===== config.mk =====
export PLATFORM = sky130hd
export DESIGN_NAME = json_string_unescape_utf8_core
export DESIGN_NICKNAME = d
export VERILOG_FILES = /design/src/hdl/jsu_pkg.sv /design/src/hdl/json_string_unescape_utf8_core.sv
export SDC_FILE = /design/constraint.sdc
export NUM_CORES = 1
export LEC_CHECK = 0
export ABC_AREA = 1
export BUFFER_PORTS_ARGS = -buffer_cell sky130_fd_sc_hd__buf_2
export CAP_MARGIN = 30
export CORE_MARGIN = 2
export CORE_UTILIZATION = 30
export DETAILED_ROUTE_END_ITERATION = 6
export PLACE_DENSITY = 0.53
export SLEW_MARGIN = 40
export SYNTH_ARGS = -nofsm -noshare
export SYNTH_HDL_FRONTEND = slang
export SYNTH_SLANG_ARGS = --single-unit

===== constraint.sdc =====
create_clock -name clk_i -period 4.3 [get_ports clk_i]
set_input_delay 0.215 -clock clk_i [delete_from_list [all_inputs] [get_ports clk_i]]
set_output_delay 0.215 -clock clk_i [all_outputs]
set_load 0.1 [all_outputs]

===== src/hdl/jsu_pkg.sv =====
`timescale 1ns / 1ps
// ----------------------------------------------------------------------------
// jsu_pkg: shared types and helpers for the JSON string unescaper
// Decode modes, character codes, escape mapping and hex digit decoding.
// ----------------------------------------------------------------------------
package jsu_pkg;

  // decode mode of the string parser
  typedef enum logic [1:0] {
    MODE_NORMAL = 2'd0,
    MODE_ESCAPE = 2'd1,
    MODE_HEX    = 2'd2
  } mode_e;

  // character codes
  localparam logic [7:0] ChBackslash = 8'h5C;
  localparam logic [7:0] ChLowerU    = 8'h75;
  localparam logic [7:0] ChLowerN    = 8'h6E;
  localparam logic [7:0] ChLowerR    = 8'h72;
  localparam logic [7:0] ChLowerT    = 8'h74;
  localparam logic [7:0] ChLf        = 8'h0A;
  localparam logic [7:0] ChCr        = 8'h0D;
  localparam logic [7:0] ChTab       = 8'h09;

  // utf-8 thresholds and lead/continuation marks
  localparam logic [15:0] Utf8Lim1 = 16'h0080;
  localparam logic [15:0] Utf8Lim2 = 16'h0800;
  localparam logic [2:0]  Utf8Lead2 = 3'b110;
  localparam logic [3:0]  Utf8Lead3 = 4'b1110;
  localparam logic [1:0]  Utf8Cont  = 2'b10;

  // decoded result group of one request
  typedef struct packed {
    logic [1:0] cnt;     // number of results, 0..3
    logic       has;     // 0 only for a bare end marker
    logic       last;    // final request of a string
  } dec_t;

  // byte that follows a backslash
  function automatic logic [7:0] map_escape(input logic [7:0] e);
    logic [7:0] r;
    case (e)
      ChLowerN: r = ChLf;
      ChLowerR: r = ChCr;
      ChLowerT: r = ChTab;
      default:  r = e;
    endcase
    return r;
  endfunction

  // hex digit value, bit 4 set when the byte is a hex digit
  function automatic logic [4:0] hex_digit(input logic [7:0] c);
    logic [4:0] r;
    if (c >= 8'h30 && c <= 8'h39) begin
      r = {1'b1, c[3:0]};
    end else if ((c >= 8'h61 && c <= 8'h66) || (c >= 8'h41 && c <= 8'h46)) begin
      r = {1'b1, c[3:0] + 4'd9};
    end else begin
      r = 5'd0;
    end
    return r;
  endfunction

endpackage


===== src/hdl/json_string_unescape_utf8_core.sv =====
`timescale 1ns / 1ps
// ----------------------------------------------------------------------------
// json_string_unescape_utf8_core: JSON string body unescaper
// Decodes escapes and \u sequences of a byte stream into UTF-8 bytes.
// ----------------------------------------------------------------------------
// Takes one raw string byte per request (tlast marks the final byte) and
// gives the decoded bytes. A request is taken every cycle while the output
// accepts and each one yields at most one result; a \u escape that ends in
// a two or three byte UTF-8 sequence, or a short \u cut off by the end of
// the string, holds the result register until all its bytes are drained,
// and the input register fills behind it. Requests pass the input register,
// the decode logic, then the result register that the output side drains.
// An end of string that yields no byte gives one result with tuser low.
module json_string_unescape_utf8_core (
  input  logic       clk_i,
  input  logic       rst_ni,
  input  logic       s_axis_tvalid_i,
  output logic       s_axis_tready_o,
  input  logic [7:0] s_axis_tdata_i,   // [7:0] in_byte
  input  logic       s_axis_tlast_i,   // in_last
  output logic       m_axis_tvalid_o,
  input  logic       m_axis_tready_i,
  output logic [7:0] m_axis_tdata_o,   // [7:0] out_byte
  output logic       m_axis_tuser_o,   // [0] has_byte
  output logic       m_axis_tlast_o    // out_last
);

  // input register
  logic       in_valid_q;
  logic [7:0] in_byte_q;
  logic       in_last_q;

  // parser state
  jsu_pkg::mode_e mode_q, mode_d;
  logic [1:0]  hex_cnt_q, hex_cnt_d;
  logic [7:0]  hex_chars_q [3];
  logic        hex_wr;
  logic [15:0] code_q, code_d;
  logic        stopped_q, stopped_d;

  // decode outputs
  jsu_pkg::dec_t dec;
  logic [7:0]    dec_byte [3];

  // result register
  logic          res_valid_q;
  logic [7:0]    res_byte_q [3];
  logic [1:0]    res_top_q;
  logic [1:0]    res_idx_q;
  logic          res_has_q;
  logic          res_last_q;

  logic res_free, move, in_take;

  // decode of the registered request against the parser state
  always_comb begin
    logic [7:0]  c;
    logic [4:0]  dg;
    logic [7:0]  rb [4];
    logic        skip;
    logic [1:0]  n;
    logic [15:0] cp;
    c         = in_byte_q;
    mode_d    = mode_q;
    hex_cnt_d = hex_cnt_q;
    code_d    = code_q;
    stopped_d = stopped_q;
    hex_wr    = 1'b0;
    n         = 2'd0;
    skip      = 1'b0;
    dg        = jsu_pkg::hex_digit(c);
    cp        = 16'd0;
    dec_byte[0] = 8'd0;
    dec_byte[1] = 8'd0;
    dec_byte[2] = 8'd0;
    rb[0] = hex_chars_q[0];
    rb[1] = hex_chars_q[1];
    rb[2] = hex_chars_q[2];
    rb[3] = 8'd0;
    rb[hex_cnt_q] = c;

    unique case (mode_q)
      jsu_pkg::MODE_ESCAPE: begin
        if (c == jsu_pkg::ChLowerU) begin
          mode_d    = jsu_pkg::MODE_HEX;
          hex_cnt_d = 2'd0;
          code_d    = 16'd0;
          stopped_d = 1'b0;
        end else begin
          dec_byte[0] = jsu_pkg::map_escape(c);
          n           = 2'd1;
          mode_d      = jsu_pkg::MODE_NORMAL;
        end
      end
      jsu_pkg::MODE_HEX: begin
        if (hex_cnt_q == 2'd3 || !in_last_q) begin
          // accumulate leading hex digits
          if (!stopped_q && dg[4]) begin
            code_d = {code_q[11:0], dg[3:0]};
          end else begin
            stopped_d = 1'b1;
          end
          cp = code_d;
          if (hex_cnt_q == 2'd3) begin
            // utf-8 encoding of the code point
            if (cp < jsu_pkg::Utf8Lim1) begin
              dec_byte[0] = cp[7:0];
              n           = 2'd1;
            end else if (cp < jsu_pkg::Utf8Lim2) begin
              dec_byte[0] = {jsu_pkg::Utf8Lead2, cp[10:6]};
              dec_byte[1] = {jsu_pkg::Utf8Cont, cp[5:0]};
              n           = 2'd2;
            end else begin
              dec_byte[0] = {jsu_pkg::Utf8Lead3, cp[15:12]};
              dec_byte[1] = {jsu_pkg::Utf8Cont, cp[11:6]};
              dec_byte[2] = {jsu_pkg::Utf8Cont, cp[5:0]};
              n           = 2'd3;
            end
            mode_d    = jsu_pkg::MODE_NORMAL;
            hex_cnt_d = 2'd0;
          end else begin
            hex_wr    = 1'b1;
            hex_cnt_d = hex_cnt_q + 2'd1;
          end
        end else begin
          // short \u at end of string: re-run the collected bytes
          for (int i = 0; i < 3; i++) begin
            if (skip) begin
              skip = 1'b0;
            end else if (i <= int'(hex_cnt_q)) begin
              if (rb[i] == jsu_pkg::ChBackslash && i < int'(hex_cnt_q)) begin
                if (rb[i+1] != jsu_pkg::ChLowerU) begin
                  dec_byte[n] = jsu_pkg::map_escape(rb[i+1]);
                  n           = n + 2'd1;
                end
                skip = 1'b1;
              end else begin
                dec_byte[n] = rb[i];
                n           = n + 2'd1;
              end
            end
          end
        end
      end
      default: begin
        if (c == jsu_pkg::ChBackslash && !in_last_q) begin
          mode_d = jsu_pkg::MODE_ESCAPE;
        end else begin
          dec_byte[0] = c;
          n           = 2'd1;
        end
      end
    endcase

    // end of string: marker if nothing came out, then clear the parser
    dec.has  = 1'b1;
    dec.last = in_last_q;
    if (in_last_q) begin
      if (n == 2'd0) begin
        dec.has = 1'b0;
        n       = 2'd1;
      end
      mode_d    = jsu_pkg::MODE_NORMAL;
      hex_cnt_d = 2'd0;
      code_d    = 16'd0;
      stopped_d = 1'b0;
    end
    dec.cnt = n;
  end

  // flow control
  assign res_free = !res_valid_q || (m_axis_tready_i && res_idx_q == res_top_q);
  assign move     = in_valid_q && (dec.cnt == 2'd0 || res_free);
  assign in_take  = s_axis_tvalid_i && s_axis_tready_o;
  assign s_axis_tready_o = !in_valid_q || move;

  // input register
  always_ff @(posedge clk_i or negedge rst_ni) begin
    if (!rst_ni) begin
      in_valid_q <= 1'b0;
    end else if (s_axis_tready_o) begin
      in_valid_q <= s_axis_tvalid_i;
    end
  end

  always_ff @(posedge clk_i) begin
    if (in_take) begin
      in_byte_q <= s_axis_tdata_i;
      in_last_q <= s_axis_tlast_i;
    end
  end

  // parser state
  always_ff @(posedge clk_i or negedge rst_ni) begin
    if (!rst_ni) begin
      mode_q    <= jsu_pkg::MODE_NORMAL;
      hex_cnt_q <= 2'd0;
      code_q    <= 16'd0;
      stopped_q <= 1'b0;
    end else if (move) begin
      mode_q    <= mode_d;
      hex_cnt_q <= hex_cnt_d;
      code_q    <= code_d;
      stopped_q <= stopped_d;
    end
  end

  // collected \u bytes
  always_ff @(posedge clk_i) begin
    if (move && hex_wr) begin
      hex_chars_q[hex_cnt_q] <= in_byte_q;
    end
  end

  // result register control
  always_ff @(posedge clk_i or negedge rst_ni) begin
    if (!rst_ni) begin
      res_valid_q <= 1'b0;
      res_idx_q   <= 2'd0;
    end else if (move && dec.cnt != 2'd0) begin
      res_valid_q <= 1'b1;
      res_idx_q   <= 2'd0;
    end else if (res_valid_q && m_axis_tready_i) begin
      if (res_idx_q == res_top_q) begin
        res_valid_q <= 1'b0;
      end else begin
        res_idx_q <= res_idx_q + 2'd1;
      end
    end
  end

  // result register payload
  always_ff @(posedge clk_i) begin
    if (move && dec.cnt != 2'd0) begin
      res_byte_q[0] <= dec_byte[0];
      res_byte_q[1] <= dec_byte[1];
      res_byte_q[2] <= dec_byte[2];
      res_top_q     <= dec.cnt - 2'd1;
      res_has_q     <= dec.has;
      res_last_q    <= dec.last;
    end
  end

  // output side
  assign m_axis_tvalid_o = res_valid_q;
  assign m_axis_tdata_o  = res_byte_q[res_idx_q];
  assign m_axis_tuser_o  = res_has_q;
  assign m_axis_tlast_o  = res_last_q && (res_idx_q == res_top_q);

endmodule

==> impl_metrics.env, run 1 <==
export IMPL_sw_frac_of_total_pct=47.3
export IMPL_synth_cell_types=50
export IMPL_grt_pass1_wl_um=29400
export IMPL_num_fill_cells=2164
export IMPL_drc=0
export IMPL_hold_depth=1
export IMPL_die_h_um=146
export IMPL_switchingPower_mw=1.87
export IMPL_portBuffers=24
export IMPL_worstMarginPinSlew_ns=0.710
export IMPL_seqPwrFrac_pct=30.8
export IMPL_postSynthCellCount=824
export IMPL_seq_area_um2=2460
export IMPL_n_antenna_cell=0
export IMPL_yosys_warnings=0
export IMPL_h_tree_depth=3
export IMPL_hpwlAfterDp_um=14400
export IMPL_cts_sinks=86
export IMPL_rrSetupSlack_ns=0.35
export IMPL_cp_max_fo=6
export IMPL_whs_ns=0.0283
export IMPL_clk_pin_slew_ns=0.07
export IMPL_ys_top_cells_by_area="edfxtp_1 30%, nand2_1 15%, dfrtp_1 10%"
export IMPL_ys_ff_latch=86
export IMPL_rows=52
export IMPL_clock_root_buffer="clkbuf_16"
export IMPL_multi_input_area_um2=3120
export IMPL_utilization_pct=36.0
export IMPL_gp_congestion=0.950
export IMPL_end_kind="primary output"
export IMPL_crit_slowest_cell="dfrtp_1"
export IMPL_ys_seq_area_share_pct=40.5
export IMPL_numCtsBuffers=9
export IMPL_cp_common_cell="nand2_1"
export IMPL_max_freq_mhz=252
export IMPL_synth_edf_count=61
export IMPL_hp_class="in -> reg"
export IMPL_slowest_delay_ns=0.37
export IMPL_start_util_pct=30.3
export IMPL_die_width_um=146
export IMPL_power_leakage_nw=3.19
export IMPL_placed_cell_area_um2=6720
export IMPL_worstPathArrival_ns=3.75
export IMPL_via_per_inst=4.93
export IMPL_setup_worst_path_class="reg -> out"
export IMPL_synth_nets=851
export IMPL_pin_count=25
export IMPL_final_antenna_net_count=0
export IMPL_r2r_end="res_byte_q[0][3]$_DFFE_PP_"
export IMPL_vias=5746
export IMPL_fin_crit_ns=3.97
export IMPL_layout_drive_gt1_share_pct=18.7
export IMPL_grt_max_degree=30
export IMPL_grt_use_total_pct=17.6
export IMPL_wl_per_cell_um=15.8
export IMPL_reg2reg_depth=31
export IMPL_dr_first_iter_drc_count=526
export IMPL_slew_headroom_pct=52.2
export IMPL_cts_tree="built"
export IMPL_overflow=0
export IMPL_crit_required_ns=4.09
export IMPL_synth_flop_cell="edfxtp_1"
export IMPL_final_nets=917
export IMPL_antenna_found_initial=0
export IMPL_drt_total_wl_um=18400
export IMPL_power_density_nw_per_um2=548
export IMPL_netlist_area_um2=6070
export IMPL_core_area_um2=20000
export IMPL_post_route_cell_area_um2=7220
export IMPL_yosys_area_top_type="edfxtp_1"
export IMPL_maxCapViolCount=0
export IMPL_grt_pass1_vias=5442
export IMPL_finalClockSkew_ns=0.0130
export IMPL_status="complete, no violations"
export IMPL_hold_path_startpoint="s_axis_tdata_i[0]"
export IMPL_combPwrFrac_pct=46.6
export IMPL_irDropWorstVdd_mv=0.414
export IMPL_synthArstFlopShare_pct=29.1
export IMPL_synth_top_area_share_pct=30.2
export IMPL_final_max_slew_violation_count=0
export IMPL_syn_to_final_growth_pct=19.0
export IMPL_syn_mean_instance_area_um2=7.36
export IMPL_regToRegStartpoint="hex_cnt_q[1]$_DFFE_PN0P_"
export IMPL_final_common_cell="nand2_1"
export IMPL_rsz0062_at_grt="yes"
export IMPL_finalCritPeriodShare_pct=92.2
export IMPL_internal_power_mw=2.09
export IMPL_setup_viol=0
export IMPL_critPathLaunchType="flip-flop"
export IMPL_cp_startpoint="hex_cnt_q[1]$_DFFE_PN0P_"
export IMPL_p_total_mw=3.96
export IMPL_clock_latency_ns=0.36
export IMPL_cp_endpoint="s_axis_tready_o"
export IMPL_firstDrtPassIters=5
export IMPL_cts_buffer_depth=2
export IMPL_clockPowerShare_pct=22.6
export IMPL_die_area_um2=21400
export IMPL_hold_viol_final=0
export IMPL_final_cell_mix="238 x nand2_1, 97 x inv_1, 67 x nor2_1"
-- Yosys cell counts (2+ instances only) --
cell type  number
nor2_2          3
buf_4           6
o21ai_1        15
clkinv_1        3
a21oi_1        49
buf_2           5
nor2_4          5
nand4_1        13
nor3_1         10
nand3_1        61
o21ai_0        35
o22ai_1        17
nor3_4          2
nand3b_1        4
buf_6           3
nor2_1         73
xnor2_1         2
clkbuf_1        3
dfrtp_1        25
inv_1          98
nand2_1       239
a31oi_1         4
nand3_2         2
o211ai_1        4
nor3_2          2
o21ai_2         9
inv_2          12
nand2_4         4
edfxtp_1       61
ha_1           14
nand2_2        20
a22oi_1         2
nor4_1          2
-- critical path: cells and delay by family, from the launching register on --
family                   cells  cell delay [ns]
flip-flops                   1             0.37
adder cells (fa/ha/maj)      3             0.69
AND/OR/NAND/NOR             18             1.62
buffers and inverters        6             0.73
-- state kept, by name, summed over array words and instances, names as in the netlist --
register / count
in_valid_q: 1
res_idx_q: 2
res_last_q: 1
hex_chars_q: 24
code_q: 16
mode_q: 2
res_top_q: 2
in_last_q: 1
hex_cnt_q: 2
m_axis_tvalid_o: 1
in_byte_q: 8
res_byte_q: 24
m_axis_tuser_o: 1
stopped_q: 1
-- area by class of cell --
type	instances	area share [%]
Multi-Input combinational cell	605	43.2
Sequential cell	86	34.0
Timing Repair Buffer	74	7.38
Inverter	114	6.06
Tap cell	270	4.68
Clock buffer	10	3.31
Clock inverter	6	1.35
-- stage by stage --
stage	setup TNS (ns)	setup WS, ns	instances
after floorplan	0	0.136	824
after global placement	0	0.00430	1139
after detailed placement	-2.61	-0.120	1139
after CTS	-1.21	-0.0790	1156
after global routing	-0.00282	-0.00282	1165
final	0	0.334	1165
-- per-layer routing --
layer / GRT usage, % / vias up / part of all wire (%)
met5: 0 / - / 0
met1: 24.9 / 2609 / 48
met2: 26.1 / 219 / 42
met4: 8.79 / 0 / 4.3
met3: 2.81 / 49 / 6.0
li1: - / 2869 / -
-- power groups by stage --
stage / Combinational [mW] / Clock [mW] / Sequential, mW
floorplan: 1.34 / 0 / 1.24
global placement: 1.81 / 0 / 1.24
detailed placement: 1.80 / 0 / 1.24
CTS: 1.81 / 0.911 / 1.22
global route: 1.99 / 0.943 / 1.24
finish: 1.85 / 0.894 / 1.22
-- kinds of logic (layout without fill, tap and decap cells) --
family                   Yosys count  after routing  share of synthesized area [%]
adder cells (fa/ha/maj)           14             14                           2.89
flip-flops                        86             86                           40.5
buffers and inverters            133            204                           9.34
AND/OR/NAND/NOR                  443            443                           33.0
AO/OA/AOI/OAI                    145            145                           13.9
XOR/XNOR                           3              3                          0.433
-- what timing repair did --
item,4_1_cts,5_1_grt
hold buffers,1,0
hold endpoints to repair,25,0
gates resized for setup,3,22
pin swaps,0,3
endpoints found under the setup margin,25,85
setup buffers,0,9
-- worst min-delay path by stage --
stage	to
finish	in_byte_q[0]$_DFFE_PP_
global route	in_byte_q[0]$_DFFE_PP_
CTS	in_byte_q[0]$_DFFE_PP_
detailed placement	res_idx_q[0]$_DFFE_PN0P_
global placement	res_idx_q[0]$_DFFE_PN0P_
floorplan	code_q[0]$_DFFE_PN0P_
(Power assumes the default switching activity.)
==> inputs of run 2 (changes only) <==
==> constraint.sdc (replaced) <==
create_clock -name clk_i -period 4.3 [get_ports clk_i]
set_input_delay 0.215 -clock clk_i [delete_from_list [all_inputs] [get_ports clk_i]]
set_output_delay 0.215 -clock clk_i [all_outputs]
set_load 0.02 [all_outputs]
==> run 2 against run 1 <==
- worst setup slack improved by 0.041 ns
- utilization fell by 0.081 points
- highest routed layer unchanged
- combinational power shrank 26%
- critical path depth up 3
- die area did not move
==> impl_metrics.env, run 2 (synthesis results as in run 1) <==
export IMPL_status="complete, no violations"
export IMPL_gp_congestion=0.950
export IMPL_finalSetupTns_ns=0
export IMPL_placed_cell_area_um2=6720
export IMPL_cp_max_fo=29
export IMPL_reg2reg_depth=30
export IMPL_rsz0062_at_grt="yes"
export IMPL_cp_startpoint="hex_cnt_q[1]$_DFFE_PN0P_"
export IMPL_hpwlAfterDp_um=14400
export IMPL_rows=52
export IMPL_critPathLaunchType="flip-flop"
export IMPL_final_nets=916
export IMPL_dpl_worst_slack_ns=-0.120
export IMPL_final_common_cell="nand2_1"
export IMPL_max_freq_mhz=255
export IMPL_core_area_um2=20000
export IMPL_power_density_nw_per_um2=482
export IMPL_grt_pass1_wl_um=29400
export IMPL_power_leakage_nw=3.18
export IMPL_final_cell_mix="238 x nand2_1, 97 x inv_1, 67 x nor2_1"
export IMPL_h_tree_depth=3
export IMPL_layout_drive_gt1_share_pct=18.6
export IMPL_cts_sinks=86
export IMPL_finalClockSkew_ns=0.0126
export IMPL_pin_count=25
export IMPL_utilization_pct=36.0
export IMPL_drc=0
export IMPL_numCtsBuffers=9
export IMPL_slowest_delay_ns=0.37
export IMPL_overflow=0
export IMPL_final_antenna_net_count=0
export IMPL_drt_total_wl_um=18400
export IMPL_hp_class="in -> reg"
export IMPL_clock_latency_ns=0.36
export IMPL_reg_largest_list="hex_chars_q x24, res_byte_q x24, code_q x16"
export IMPL_end_kind="flip-flop"
export IMPL_crit_slowest_cell="dfrtp_1"
export IMPL_fin_crit_ns=3.93
export IMPL_clk_pin_slew_ns=0.07
export IMPL_antenna_found_initial=0
export IMPL_worstPathArrival_ns=4.04
export IMPL_n_antenna_cell=0
export IMPL_start_util_pct=30.3
export IMPL_die_area_um2=21400
export IMPL_crit_required_ns=4.41
export IMPL_wl_per_cell_um=15.8
export IMPL_via_per_inst=4.90
export IMPL_r2r_end="res_byte_q[2][3]$_SDFFCE_PN0P_"
export IMPL_regToRegStartpoint="hex_cnt_q[1]$_DFFE_PN0P_"
export IMPL_die_width_um=146
export IMPL_whs_ns=0.0291
export IMPL_setup_ws_ns=0.375
export IMPL_syn_to_final_growth_pct=18.7
export IMPL_portBuffers=24
export IMPL_grt_use_total_pct=17.6
export IMPL_maxCapViolCount=0
export IMPL_rrSetupSlack_ns=0.37
export IMPL_vias=5698
export IMPL_post_route_cell_area_um2=7200
export IMPL_setup_viol=0
export IMPL_cp_endpoint="res_byte_q[2][3]$_SDFFCE_PN0P_"
export IMPL_clock_root_buffer="clkbuf_16"
export IMPL_firstDrtPassIters=5
export IMPL_die_h_um=146
export IMPL_setup_worst_path_class="reg -> reg"
export IMPL_dr_first_iter_drc_count=533
export IMPL_irDropWorstVdd_mv=0.220
export IMPL_dp_cells=1139
export IMPL_finalCritPeriodShare_pct=91.3
export IMPL_worstMarginPinSlew_ns=0.751
export IMPL_finalNonFillerCells=1164
export IMPL_cp_common_cell="nand2_1"
export IMPL_grt_pass1_vias=5442
export IMPL_final_max_slew_violation_count=0
export IMPL_cts_buffer_depth=2
export IMPL_slew_headroom_pct=49.4
export IMPL_cts_tree="built"
export IMPL_p_total_mw=3.47
export IMPL_grt_max_degree=30
export IMPL_hold_viol_final=0
-- run 2: critical path: cells and delay by family (launching register included) --
| kind | cells | cell delay, ns |
|---|---|---|
| buf+inv | 9 | 0.99 |
| fa+ha+maj | 3 | 0.68 |
| flops | 1 | 0.37 |
| simple gates | 18 | 1.61 |
-- run 2: worst min path at each step --
stage,start,endpoint,slack (ns),cells past startpoint
finish,s_axis_tdata_i[0],in_byte_q[0]$_DFFE_PP_,0.03,1
floorplan,rst_ni,code_q[0]$_DFFE_PN0P_,-0.08,0
detailed placement,rst_ni,res_idx_q[0]$_DFFE_PN0P_,0.27,1
global placement,rst_ni,res_idx_q[0]$_DFFE_PN0P_,0.28,1
CTS,s_axis_tdata_i[0],in_byte_q[0]$_DFFE_PP_,0.02,1
global route,s_axis_tdata_i[0],in_byte_q[0]$_DFFE_PP_,0.03,1
-- run 2: cell type report --
type,instances,area (um2)
Fill cell,2165,12800
Clock buffer,10,239
Multi-Input combinational cell,605,3120
Tap cell,270,338
Clock inverter,6,97.6
Timing Repair Buffer,73,519
Inverter,114,435
Sequential cell,86,2460
-- run 2: repair_timing --
item / 4_1_cts / 5_1_grt
hold buffers: 1 / 0
setup endpoints to repair: 24 / 86
gates resized for setup: 1 / 21
endpoints found under the hold margin: 25 / 0
pin swaps: 0 / 2
setup buffers: 0 / 8
-- run 2: per-layer routing --
metal,vias to the layer above,GRT usage [%],wire length (um)
li1,2866,-,-
met1,2581,24.9,8790
met2,203,26.1,7750
met3,48,2.81,1050
met4,0,8.79,780
met5,-,0,0
-- run 2: report_power, final --
part           internal [mW]  switching, mW
Combinational          0.432          0.928
Clock                  0.535          0.358
Sequential              1.11          0.106
